--- src/hdl/orvl_pkg.sv ---
// Shared types and constants for the obstacle repulsion velocity limiter.
// No dependencies.
`timescale 1ns / 1ps

package orvl_pkg;

  localparam int CFG_IDX_W  = 2;
  localparam int CFG_DATA_W = 32;

  localparam logic [CFG_IDX_W-1:0] CFG_MARGIN = 2'd0;
  localparam logic [CFG_IDX_W-1:0] CFG_GAIN   = 2'd1;
  localparam logic [CFG_IDX_W-1:0] CFG_LIMIT  = 2'd2;

  localparam logic [15:0] MARGIN_RST = 16'd1000;
  localparam logic [31:0] GAIN_RST   = 32'd500000;
  localparam logic [14:0] LIMIT_RST  = 15'd2000;

  localparam int DIV_Q_W   = 16;
  localparam int DIV_DEN_W = 32;
  localparam int DIV_NUM_W = DIV_DEN_W + DIV_Q_W;
  localparam int DIV_LAT   = DIV_Q_W + 1;

  localparam int ISQ_OUT_W = 18;
  localparam int ISQ_IN_W  = 2 * ISQ_OUT_W;
  localparam int ISQ_LAT   = ISQ_OUT_W + 1;

  localparam int NUM_SENSORS = 5;
  localparam int SEN_FRONT   = 0;
  localparam int SEN_BACK    = 1;
  localparam int SEN_UP      = 2;
  localparam int SEN_LEFT    = 3;
  localparam int SEN_RIGHT   = 4;

  localparam int SUM_W = 18;
  localparam int MAG_W = SUM_W - 1;

  localparam int PIPE_LAT = DIV_LAT + 2 + ISQ_LAT + 1 + DIV_LAT + 1;

  typedef struct packed {
    logic signed [15:0] want_x;
    logic signed [15:0] want_y;
    logic signed [15:0] want_z;
    logic [15:0]        range_front;
    logic [15:0]        range_back;
    logic [15:0]        range_up;
    logic [15:0]        range_left;
    logic [15:0]        range_right;
  } in_t;

  typedef struct packed {
    logic signed [15:0] cmd_x;
    logic signed [15:0] cmd_y;
    logic signed [15:0] cmd_z;
  } out_t;

endpackage

--- src/hdl/orvl_div.sv ---
// Pipelined restoring divider, one quotient bit per stage, saturating quotient.
// Depends on orvl_pkg.
`timescale 1ns / 1ps

module orvl_div import orvl_pkg::*; (
  input  logic                 clk,
  input  logic [DIV_NUM_W-1:0] num,
  input  logic [DIV_DEN_W-1:0] den,
  output logic [DIV_Q_W-1:0]   quo
);

  logic [DIV_NUM_W-1:0] rem_r [0:DIV_Q_W];
  logic [DIV_DEN_W-1:0] den_r [0:DIV_Q_W];
  logic [DIV_Q_W-1:0]   q_r   [0:DIV_Q_W];
  logic                 sat_r [0:DIV_Q_W];

  always_ff @(posedge clk) begin
    rem_r[0] <= num;
    den_r[0] <= den;
    q_r[0]   <= '0;
    sat_r[0] <= (num >= {den, {DIV_Q_W{1'b0}}});
  end

  for (genvar k = 0; k < DIV_Q_W; k++) begin : g_step
    logic [DIV_NUM_W-1:0] trial;
    logic                 ge;
    logic [DIV_Q_W-1:0]   q_nxt;

    always_comb begin
      trial = {{DIV_Q_W{1'b0}}, den_r[k]} << (DIV_Q_W - 1 - k);
      ge    = (rem_r[k] >= trial);
      q_nxt = q_r[k];
      q_nxt[DIV_Q_W-1-k] = ge;
    end

    always_ff @(posedge clk) begin
      rem_r[k+1] <= ge ? (rem_r[k] - trial) : rem_r[k];
      den_r[k+1] <= den_r[k];
      q_r[k+1]   <= q_nxt;
      sat_r[k+1] <= sat_r[k];
    end
  end

  assign quo = sat_r[DIV_Q_W] ? {DIV_Q_W{1'b1}} : q_r[DIV_Q_W];

endmodule

--- config.mk ---
export PLATFORM = sky130hd
export DESIGN_NAME = orvl_div
export DESIGN_NICKNAME = d
export VERILOG_FILES = /design/src/hdl/orvl_pkg.sv /design/src/hdl/orvl_div.sv
export SDC_FILE = /design/constraint.sdc
export NUM_CORES = 2
export LEC_CHECK = 0
export ABC_CLOCK_PERIOD_IN_PS = 3600
export BUFFER_PORTS_ARGS = -buffer_cell sky130_fd_sc_hd__buf_2
export CAP_MARGIN = 25
export CORE_MARGIN = 2
export CORE_UTILIZATION = 52
export CTS_CLUSTER_SIZE = 16
export DETAILED_ROUTE_END_ITERATION = 10
export PLACE_DENSITY = 0.7
export SETUP_SLACK_MARGIN = 0.2
export SYNTH_ARGS = -nofsm -noshare
export SYNTH_HDL_FRONTEND = slang
export SYNTH_SLANG_ARGS = --single-unit
--- constraint.sdc ---
create_clock -name clk -period 3.6 [get_ports clk]
set_input_delay 0.18 -clock clk [delete_from_list [all_inputs] [get_ports clk]]
set_output_delay 0.18 -clock clk [all_outputs]
set_load 0.01 [all_outputs]
==> impl_results.md <==
- Status: finished clean
- Row Count: 130
- Req. time, crit path: 4.26 ns
- Number of buffers and inverters on the critical path: 2
- Initial core utilization: 52.4%
- CTS clk-pin slew, worst paths: 0.06 ns
- Worst setup EP type: flop
- Vias in the first global route: 53.3k
- Fmax achieved: 0.278 GHz
- Post-Syn Instances: 7286
- Sequential area share after synthesis: 43.6%
- Total Power: 72.3 mW
- Ys flop type: dfxtp_1
- Post-synth top area cell: dfxtp_1
- Clk buf depth: 3
- Reg2Reg Depth: 14
- DIE AREA: 0.130 mm²
- Post-layout min period: 3.60 ns
- TritonCTS Buffers: 152
- Commonest cells after routing, fill and taps aside: dfxtp_1, inv_1, a21oi_1
- Vias per cell: 5.44
- Avg Synthesized Cell Area: 9.04 µm²
- Die W: 360 µm
- CTS tree: yes
- Clock sinks: 1433
- Final GP Congestion: 0.967
- Largest net degree at the start of global routing: 59
- Pins Over Slew Limit: 0
- Final wirelength: 161 mm
- RSZ-0062 raised after global routing: yes
- Overflow after GRT: 0
- Final setup viols: 0
- HP Class: in2reg
- First-pass GRT wire length: 258 mm
- Headroom to the max-slew limit: 38.0%
- CORE AREA: 0.126 mm²
- I/O pins: 97
- PortBufs: 96
- Leakage: 35.4 nW
- Share of cells above drive strength 1: 12.8%
- Drt first pass iters: 6
- Gr usage total: 24.3%
- Die Y: 360 µm
- Final worst-path cycle share: 100%
- Root Driver: clkbuf_16
- Ys Warns: 0
- Fin cells: 9569
- Post-layout util: 62.0%
- DPL Wire Length: 121 mm
- CP peak stage delay: 0.49 ns
- PwrDens: 929 mW/mm²
- EDFF count, synth: 0
- Final net count: 8435
- DRC viols: 0
- CP Class: reg2reg
- Share of the synthesized area in the top cell type: 43.6%
- Placed insts: 9134
- Post-Place Cell Area: 0.0701 mm²
- Worst-skew pair later-pin latency: 0.79 ns
- Levels on crit path: 14
- CP arrival: 4.26 ns
- Least-Margin Pin Slew: 0.921 ns
- Antenna viol nets, final: 0
- H-tree Lvls: 4
- Hold path depth: 2
- CP cell instances: inv_2 -> ha_4 -> inv_2 -> fa_2 -> a21o_1 -> a221oi_2 -> a21oi_2 -> nor4b_4 -> o21bai_2 -> a21oi_4 -> nor3b_2 -> or4b_1 -> or3b_4 -> mux2_4
- Max Cap Viol: 0
- Post-synth net total: 7926
- Hold Fails Final Rpt: 0
- Cell repeated most along the worst path: inv_2
- Initial DRC count: 3387
- WL/cell: 16.8 µm
- Crit path max fanout: 2
- Layout Skew: 0.0319 ns
- Crit-path slowest cell: or4b_1
- Most common cell after layout, fill and taps aside: dfxtp_1
- DR vias: 52.0k
- Initial antenna violation count: 1
- Setup TNS: 0 ns
- Fin area: 0.0778 mm²
- Family with the most delay on the worst path: simple AND/OR/NAND/NOR gates
- Startpoint class of the critical path: flop
- Synth-to-layout area growth: 18.2%
- Library cells used by synthesis: 102
- Synth async-reset ratio: 0%
- Maximum vdd drop: 0.591 mV
- Synth Register Bits: 1433
- Mapped Area: 0.0659 mm²
- Top cells by area, synth: dfxtp_1, ha_1, a21oi_1
==> cell usage after synthesis, types with 15 or more instances <==
| library cell | n |
|---|---|
| inv_1 | 687 |
| nand2b_1 | 68 |
| o211ai_1 | 23 |
| o21ai_0 | 491 |
| and3_1 | 59 |
| a31oi_1 | 59 |
| nor2b_1 | 76 |
| or2_2 | 41 |
| fa_1 | 15 |
| xnor2_1 | 303 |
| nand4_1 | 94 |
| o31ai_1 | 41 |
| a21oi_1 | 649 |
| dfxtp_1 | 1433 |
| nor4_1 | 60 |
| and2_1 | 25 |
| a211oi_1 | 57 |
| nand3_1 | 106 |
| o21a_1 | 55 |
| mux2_2 | 72 |
| nor3_1 | 113 |
| a21o_1 | 296 |
| clkbuf_1 | 161 |
| nor4b_1 | 17 |
| xor2_1 | 219 |
| nor2_1 | 472 |
| a21boi_0 | 24 |
| or4_1 | 17 |
| or3_1 | 45 |
| nand3b_1 | 19 |
| nand2_1 | 557 |
| ha_1 | 544 |
| o21bai_1 | 69 |
==> where the power goes <==
part | switching, mW | internal (mW)
clock network | 6.33 | 9.45
logic | 18.3 | 15.2
registers | 2.72 | 20.3
total | 27.4 | 44.9
==> logic make-up after synthesis <==
logic type	Yosys count	synth area share (%)
compound gates	1973	18.6
simple gates	1833	13.5
flops	1433	43.6
buf+inv	879	5.10
fa+ha+maj	559	10.8
xor+xnor	522	6.94
mux	87	1.54
==> area by class of cell <==
type,instances,area (µm²)
Tap cell,1650,2060
Inverter,688,2600
Antenna cell,2,5.00
Sequential cell,1433,28700
Fill cell,10400,47800
Multi-Input combinational cell,4974,34800
Clock inverter,43,618
Timing Repair Buffer,546,4430
Clock buffer,233,4540
==> flip-flops by register name, indices dropped and copies added, names as in the netlist <==
| signal | count |
|---|---|
| q_r | 136 |
| den_r | 512 |
| rem_r | 768 |
| sat_r | 17 |
==> worst register-to-register path: cells and delay by family (launching register included) <==
family	cells	cell delay (ns)
simple gates	4	1.27
fa+ha+maj	2	0.48
compound gates	5	1.02
buf+inv	2	0.10
flops	1	0.33
mux	1	0.29
==> layer usage <==
layer / routed length, µm / track usage, %
met1: 59500 / 23.3
met2: 85600 / 48.0
met3: 4850 / 3.02
met4: 11100 / 15.6
met5: 0 / 0
==> stage by stage <==
step                      hold slack (ns)  worst slack, ns
after detailed placement            0.297           -0.161
after floorplan                     0.208            0.219
after CTS                        0.000695          -0.0121
after global placement              0.295           -0.137
after global routing               0.0255          -0.0507
final                              0.0475         0.000774
==> repair_timing <==
item / 4_1_cts / 5_1_grt
pin swaps: 30 / 103
buffers inserted: 10 / 26
resized for setup: 69 / 191
hold buffers: 117 / 0
setup endpoints to repair: 112 / 338
hold endpoints to repair: 81 / 0
gates cloned: 3 / 1
==> path summary, 6_finish.rpt <==
path / start / endpoint / slack (ns)
max: rem_r[0][485] / rem_r[0][575] / 0.0008
min reg2reg: q_r[1][101] / q_r[1][117] / 0.32
max reg2reg: rem_r[0][485] / rem_r[0][575] / 0.0008
min: num[16] / rem_r[0][16] / 0.05
(Power assumes the default switching activity.)
