**config.mk**
```make
export PLATFORM = sky130hd
export DESIGN_NAME = orvl_isqrt
export DESIGN_NICKNAME = d
export VERILOG_FILES = /design/src/hdl/orvl_pkg.sv /design/src/hdl/orvl_isqrt.sv
export SDC_FILE = /design/constraint.sdc
export NUM_CORES = 1
export LEC_CHECK = 0
export BUFFER_PORTS_ARGS = -buffer_cell sky130_fd_sc_hd__buf_2
export CAP_MARGIN = 20
export CORE_MARGIN = 3
export CORE_UTILIZATION = 67
export CTS_CLUSTER_DIAMETER = 60
export DETAILED_ROUTE_END_ITERATION = 8
export PLACE_DENSITY = 0.84
export SYNTH_ARGS = -nofsm -noshare
export SYNTH_HDL_FRONTEND = slang
export SYNTH_SLANG_ARGS = --single-unit
```
**constraint.sdc**
```tcl
create_clock -name clk -period 5.1 [get_ports clk]
set_input_delay 0.51 -clock clk [delete_from_list [all_inputs] [get_ports clk]]
set_output_delay 0.51 -clock clk [all_outputs]
set_load 0.05 [all_outputs]
```
**src/hdl/orvl_pkg.sv**
```systemverilog
// Shared types and constants for the obstacle repulsion velocity limiter.
// No dependencies.
`timescale 1ns / 1ps

package orvl_pkg;

  localparam int CFG_IDX_W  = 2;
  localparam int CFG_DATA_W = 32;

  localparam logic [CFG_IDX_W-1:0] CFG_MARGIN = 2'd0;
  localparam logic [CFG_IDX_W-1:0] CFG_GAIN   = 2'd1;
  localparam logic [CFG_IDX_W-1:0] CFG_LIMIT  = 2'd2;

  localparam logic [15:0] MARGIN_RST = 16'd1000;
  localparam logic [31:0] GAIN_RST   = 32'd500000;
  localparam logic [14:0] LIMIT_RST  = 15'd2000;

  localparam int DIV_Q_W   = 16;
  localparam int DIV_DEN_W = 32;
  localparam int DIV_NUM_W = DIV_DEN_W + DIV_Q_W;
  localparam int DIV_LAT   = DIV_Q_W + 1;

  localparam int ISQ_OUT_W = 18;
  localparam int ISQ_IN_W  = 2 * ISQ_OUT_W;
  localparam int ISQ_LAT   = ISQ_OUT_W + 1;

  localparam int NUM_SENSORS = 5;
  localparam int SEN_FRONT   = 0;
  localparam int SEN_BACK    = 1;
  localparam int SEN_UP      = 2;
  localparam int SEN_LEFT    = 3;
  localparam int SEN_RIGHT   = 4;

  localparam int SUM_W = 18;
  localparam int MAG_W = SUM_W - 1;

  localparam int PIPE_LAT = DIV_LAT + 2 + ISQ_LAT + 1 + DIV_LAT + 1;

  typedef struct packed {
    logic signed [15:0] want_x;
    logic signed [15:0] want_y;
    logic signed [15:0] want_z;
    logic [15:0]        range_front;
    logic [15:0]        range_back;
    logic [15:0]        range_up;
    logic [15:0]        range_left;
    logic [15:0]        range_right;
  } in_t;

  typedef struct packed {
    logic signed [15:0] cmd_x;
    logic signed [15:0] cmd_y;
    logic signed [15:0] cmd_z;
  } out_t;

endpackage

```
**src/hdl/orvl_isqrt.sv**
```systemverilog
// Pipelined floor integer square root, one root bit per stage.
// Depends on orvl_pkg.
`timescale 1ns / 1ps

module orvl_isqrt import orvl_pkg::*; (
  input  logic                 clk,
  input  logic [ISQ_IN_W-1:0]  sq,
  output logic [ISQ_OUT_W-1:0] root
);

  logic [ISQ_IN_W-1:0]  n_r [0:ISQ_OUT_W];
  logic [ISQ_OUT_W-1:0] r_r [0:ISQ_OUT_W];

  always_ff @(posedge clk) begin
    n_r[0] <= sq;
    r_r[0] <= '0;
  end

  for (genvar k = 0; k < ISQ_OUT_W; k++) begin : g_step
    localparam int BIT = ISQ_OUT_W - 1 - k;
    logic [ISQ_IN_W-1:0] trial;
    logic                ge;
    logic [ISQ_OUT_W-1:0] r_nxt;

    always_comb begin
      trial = ({{(ISQ_IN_W-ISQ_OUT_W){1'b0}}, r_r[k]} << (BIT + 1))
            + ({{(ISQ_IN_W-1){1'b0}}, 1'b1} << (2 * BIT));
      ge    = (n_r[k] >= trial);
      r_nxt = r_r[k];
      r_nxt[BIT] = ge;
    end

    always_ff @(posedge clk) begin
      n_r[k+1] <= ge ? (n_r[k] - trial) : n_r[k];
      r_r[k+1] <= r_nxt;
    end
  end

  assign root = r_r[ISQ_OUT_W];

endmodule

```
==> reports/qor.yml, run 1 <==
clock_network:
  clk_pin_slew_ps: 70
  cts_tree: "done"
  clockBufferDepth: 3
  cts_setup_buffers: 0
  post_cts_resized: 0
  cts_root_buffer: "clkbuf_16"
  hold_buffers: 36
  clock_sinks: 819
  cts_buffers: 78
  clk_latency_ps: 640
  htree_levels: 3
placement:
  place_hpwl_um: 47610
  gp_congestion: 0.9193
  postPlaceCellArea_mm2: 0.03056
  io_buffers: 54
logic_synthesis:
  yosys-top-cells-area: "dfxtp_1 55%, ha_1 7.8%, xor2_1 3.8%, xnor2_1 3.5%, inv_1 2.8%"
  synth_top_area_share: 0.5531
  synth_area_mm2: 0.02964
  synth_area_leader_cell: "dfxtp_1"
  synth_seq_area_share: 0.5531
  synth-seq-cells: 819
  syn_inst: 2869
  syn-num-nets: 3091
  synth_edf_count: 0
  ys_warn_count: 0
  ys_top_cells_by_count: "819 x dfxtp_1, 224 x inv_1, 185 x ha_1"
  syn_avg_cell_area_um2: 10.33
  ys_types: 76
  synthFlopType: "dfxtp_1"
  yosysMostFrequentCell: "dfxtp_1"
  synth_async_sr_flop_share: 0
worst_setup_path:
  cp.required_ps: 5610
  startpoint_type: "flop"
  cp.arrival_ps: 4350
  end_kind: "flop"
  crit_type: "reg2reg"
  crit_path_max_fanout: 24
global_routing:
  grt-ovfl-total: 0
  antenna_found_initial: 0
  grt_usage: 0.3053
  grt_pass1_vias: 22162
  grt_max_degree: 33
  grt_first_pass_wirelength_um: 115100
sta:
  timing.fmax_mhz: 260.2
  setup_violations: 0
  fin_skew_ps: 49.42
  fin_crit_sh: 0.7535
  slew_violations: 0
  max_slew_margin: 0.2801
  rsz0062_at_grt: "false"
  fin_crit_ps: 3843
  worstMarginPinSlew_ps: 1071
  tns_ps: 0
  hold_viol: 0
die:
  rows: 76
  start_util: 0.6836
  dieArea_mm2: 0.04680
  ios: 55
  core_area_mm2: 0.04336
  die_w_um: 216.3
  dieHeight_um: 216.3
worst_hold_path:
  min_path_type: "reg2reg"
drt:
  dr.pass1.iters: 5
  drt_wl_total_um: 71590
  num_vias: 21349
  drt-initial-drc-count: 1571
  ant_nets: 0
  avgRoutedWirePerCell_um: 19.60
  remaining_drc_errors: 0
  vias_per_cell: 5.844
power:
  p_leak_nw: 15.23
  peakVddDrop_v: 0.0004419
  p_per_area_mw_per_mm2: 614.3
cells_and_area:
  nets: 3229
  final_area_mm2: 0.03364
  drive_gt1_frac: 0.07823
  antenna_cells: 0
  syn_to_final_growth_pct: 13.47
run_status:
  status: "completed"
run:
  cap_violations: 0
[cells in the final DEF (no fill, tap or decap), types with 13 or more instances in the layout]
cell and instances:
clkbuf_1 17, nor3_1 89, or3_1 30, nor2_1 169, xnor2_1 120, nand3_1 47
nand3b_1 13, a21o_1 28, nor4b_1 14, xor2_1 127, a21oi_1 153, o31ai_1 28
clkbuf_16 78, nor2b_1 35, nand2_1 173, o21a_1 42, ha_1 185, clkinv_2 14
inv_1 224, nand4_1 38, mux2_2 25, dlygate4sd3_1 36, nor4_1 85, or4_1 25
nand2b_1 33, o211ai_1 18, dfxtp_1 819, buf_2 54, o21ai_0 138
[cell families (layout without fill, tap and decap cells)]
kind of cell	after synthesis	in the layout	share of synthesized area
mux	32	32	0.01186
fa+ha+maj	185	185	0.07809
buf+inv	267	466	0.03427
flops	819	819	0.5531
simple gates	822	822	0.1458
compound gates	497	497	0.1039
xor+xnor	247	247	0.07298
[final timing paths]
path	from	endpoint	slack, ps	depth (start not counted)
hold / removal	n_r[0][1]$_DFF_P_	n_r[1][1]$_DFF_P_	320	0
setup reg to reg	r_r[14][4]$_DFF_P_	n_r[15][13]$_DFF_P_	1260	9
setup / recovery	r_r[14][4]$_DFF_P_	n_r[15][13]$_DFF_P_	1260	9
hold reg to reg	n_r[0][1]$_DFF_P_	n_r[1][1]$_DFF_P_	320	0
[sequential cells by signal, indices dropped and copies added, names as in the netlist]
register  flops
n_r         648
r_r         171
[layout make-up]
class                   count  area [um2]
inverters                 225       844.6
clock buffers             104        2140
well taps                 585       732.0
repair buffers            100       705.7
clock inverters            37       569.3
fillers                  2643        9724
flip-flops and latches    819       16400
multi-input cells        1783       12250
[power by group]
group          internal (W)  leakage [nW]  switching (W)  total (W)
clock network       0.00346          1.30        0.00258    0.00604
registers           0.00790          6.87        0.00123    0.00914
logic               0.00244          7.06        0.00304    0.00549
total                0.0138          15.2        0.00685     0.0207
[through the flow]
step,setup slack [ps],power (W),hold slack (ps),util,cells
6_report,1257,0.02066,319.9,0.7757,3653
5_1_grt,982.5,0.02171,324.0,0.7757,3653
4_1_cts,1303,0.02056,324.8,0.7756,3652
3_5_place_dp,1361,0.01449,312.1,0.7048,3475
3_3_place_gp,1470,0.01426,309.6,0.7048,3475
2_1_floorplan,2258,0.01297,309.6,-,2869
[layer usage]
metal / wire [um] / up-vias / GRT usage
met2: 37000 / 725 / 0.5684
met3: 3091 / 259 / 0.04964
met4: 3197 / 0 / 0.1307
met1: 28310 / 10132 / 0.3453
met5: 0 / - / 0
li1: - / 10233 / -
[worst max-delay path: stages, from the launching register on]
cell	delay [ps]
dfxtp_1	330
inv_1	50
ha_1	340
nor2b_1	160
o31a_1	270
o221a_2	260
o21ai_0	480
o31a_1	550
clkinv_1	740
mux2_2	500
Note: power is estimated with default switching activity, not from simulation.
==> run 2, diff against run 1 <==
--- a/config.mk
+++ b/config.mk
@@ -8,10 +8,10 @@
 export BUFFER_PORTS_ARGS = -buffer_cell sky130_fd_sc_hd__buf_2
 export CAP_MARGIN = 20
 export CORE_MARGIN = 3
-export CORE_UTILIZATION = 67
+export CORE_UTILIZATION = 56
 export CTS_CLUSTER_DIAMETER = 60
 export DETAILED_ROUTE_END_ITERATION = 8
-export PLACE_DENSITY = 0.84
+export PLACE_DENSITY = 0.75
 export SYNTH_ARGS = -nofsm -noshare
 export SYNTH_HDL_FRONTEND = slang
 export SYNTH_SLANG_ARGS = --single-unit
==> constraint.sdc (replaced) <==
create_clock -name clk -period 3.48 [get_ports clk]
set_input_delay 0.348 -clock clk [delete_from_list [all_inputs] [get_ports clk]]
set_output_delay 0.348 -clock clk [all_outputs]
set_load 0.05 [all_outputs]
==> run 2 against run 1 <==
Sequential share of layout area decreased by 0.54 points. Critical path depth fell by 1. Setup slack got worse by 880 ps. Die area increased by 19%. Core utilization is 12 points lower. Power up 46%. Combinational power up 44%. Largest cell class unchanged. Largest power group unchanged.
==> reports/qor.yml, run 2 (same netlist as run 1, synthesis figures left out) <==
clock_network:
  clock_sinks: 819
  cts_tree: "done"
  clk_pin_slew_ps: 60
  cts_root_buffer: "clkbuf_16"
  clockBufferDepth: 3
  clk_latency_ps: 640
  cts_buffers: 80
  htree_levels: 3
die:
  core_area_mm2: 0.05182
  dieHeight_um: 236.1
  ios: 55
  start_util: 0.5720
  die_w_um: 236.1
  rows: 83
  dieArea_mm2: 0.05573
drt:
  dr.pass1.iters: 5
  remaining_drc_errors: 0
  vias_per_cell: 5.490
  num_vias: 20696
  avgRoutedWirePerCell_um: 17.40
  drt-initial-drc-count: 1095
  drt_wl_total_um: 65610
  ant_nets: 0
global_routing:
  use_met2: 0.4239
  grt_use_met1: 0.2701
  grt_max_degree: 25
  antenna_found_initial: 0
  grt-ovfl-total: 0
  grt_pass1_vias: 20632
  grt_first_pass_wirelength_um: 105200
  gr-max-usage-layer: "met2"
  grt_usage: 0.2297
  met3_usage: 0.03472
worst_setup_path:
  cp.required_ps: 3990
  slowest_stage: "or4_1"
  cp_common_cell: "or3_4"
  reg2reg_to: "n_r[16][17]$_DFF_P_"
  startpoint_type: "flop"
  cpPeakStageDelay_ps: 450
  cp-endpoint: "n_r[16][17]$_DFF_P_"
  critPathLaunch: "n_r[15][22]$_DFF_P_"
  cp.arrival_ps: 3620
  end_kind: "flop"
  crit_type: "reg2reg"
  crit_path_max_fanout: 21
  reg2regPathDepth: 8
  crit_chain: "or3_4, or4_1, or3_1, or3_4, nor4_4, buf_4, inv_1, mux2_2"
  ff2ff_setup_slack_ps: 380
  rr_startpoint: "n_r[15][22]$_DFF_P_"
cells_and_area:
  layout_commonest_cell: "dfxtp_1"
  layout_common_cells: "819 x dfxtp_1, 224 x inv_1, 185 x ha_1"
  nets: 3249
  syn_to_final_growth_pct: 14.74
  largest_reg_flops: 648
  antenna_cells: 0
  finalNonFillerCells: 3770
  top_regs: "n_r x648, r_r x171"
  drive_gt1_frac: 0.08608
  fillers: 3908
  regMostFlops: "n_r"
sta:
  hold_viol: 0
  worstMarginPinSlew_ps: 1073
  fin_crit_ps: 3104
  fin_skew_ps: 38.97
  timing.fmax_mhz: 322.2
  rsz0062_at_grt: "false"
  max_slew_margin: 0.2784
  tns_ps: 0
  slew_violations: 0
  fin_crit_sh: 0.8919
  setup_violations: 0
worst_hold_path:
  min_path_type: "reg2reg"
run:
  cap_violations: 0
placement:
  io_buffers: 54
  gp_congestion: 0.9067
  dp.cells: 3589
  place_hpwl_um: 48050
power:
  p_leak_nw: 15.40
  p_per_area_mw_per_mm2: 889.1
  power_w: 0.03024
  peakVddDrop_v: 0.0005782
run_status:
  status: "completed"
==> run 2: changes by cell type in the layout (fill, tap and decap cells not counted), moves of 3 or more <==
| cell | before | now |
|---|---|---|
| clkbuf_1 | 17 | 13 |
| buf_4 | 10 | 28 |
| clkbuf_8 | 9 | 19 |
| clkinvlp_4 | 6 | 2 |
| clkbuf_16 | 78 | 81 |
==> run 2: timing repair <==
item                                   CTS  global route
buffers inserted                         0             0
endpoints found under the hold margin   36             0
resized for setup                        0             0
hold buffers                            36             0
==> run 2: worst max-delay path: cells and delay by family (launching register included) <==
kind | cells | cell delay (ps)
multiplexers | 1 | 280
buffers and inverters | 2 | 400
AND/OR/NAND/NOR | 5 | 1980
flip-flops | 1 | 340
==> run 2: cell type report <==
cell class | count | area, um2 | area share
clock inverter | 32 | 491.7 | 0.01446
timing repair buffer | 118 | 840.8 | 0.02472
sequential | 819 | 16400 | 0.4821
tap | 680 | 850.8 | 0.02502
multi-input combinational | 1783 | 12250 | 0.3602
clock buffer | 113 | 2337 | 0.06872
inverter | 225 | 844.6 | 0.02483
==> run 2: layer usage <==
metal	vias up	wire length, um
met5	-	0
met1	9821	27360
met3	158	2129
met2	460	34030
li1	10257	-
met4	0	2094
==> run 2: how the worst min path moves through the flow <==
stage                  startpoint                  to  slack (ps)  depth (start not counted)
6_report       n_r[0][27]$_DFF_P_  n_r[1][27]$_DFF_P_         330                          0
5_1_grt                    sq[26]  n_r[0][26]$_DFF_P_         330                          2
4_1_cts                    sq[29]  n_r[0][29]$_DFF_P_         300                          2
3_5_place_dp   n_r[0][22]$_DFF_P_  n_r[1][22]$_DFF_P_         310                          0
3_3_place_gp   n_r[0][33]$_DFF_P_  n_r[1][33]$_DFF_P_         310                          0
2_1_floorplan   n_r[0][0]$_DFF_P_   n_r[1][0]$_DFF_P_         310                          0
==> run 2: where the power goes <==
group | internal (W) | switching, W
clock | 0.00529 | 0.00369
sequential | 0.0116 | 0.00177
combinational | 0.00359 | 0.00432
total | 0.0205 | 0.00977
==> run 2: per-stage QoR <==
stage / setup WS (ps) / hold WS, ps / area, um2 / utilization
3_5_place_dp: 396.9 / 312.1 / 30820 / 0.5948
2_1_floorplan: 638.3 / 309.6 / 29640 / -
4_1_cts: 366.1 / 304.2 / 34010 / 0.6563
5_1_grt: 180.1 / 326.1 / 34010 / 0.6563
3_3_place_gp: 450.0 / 309.6 / 30820 / 0.5948
6_report: 376.2 / 326.5 / 34010 / 0.6563
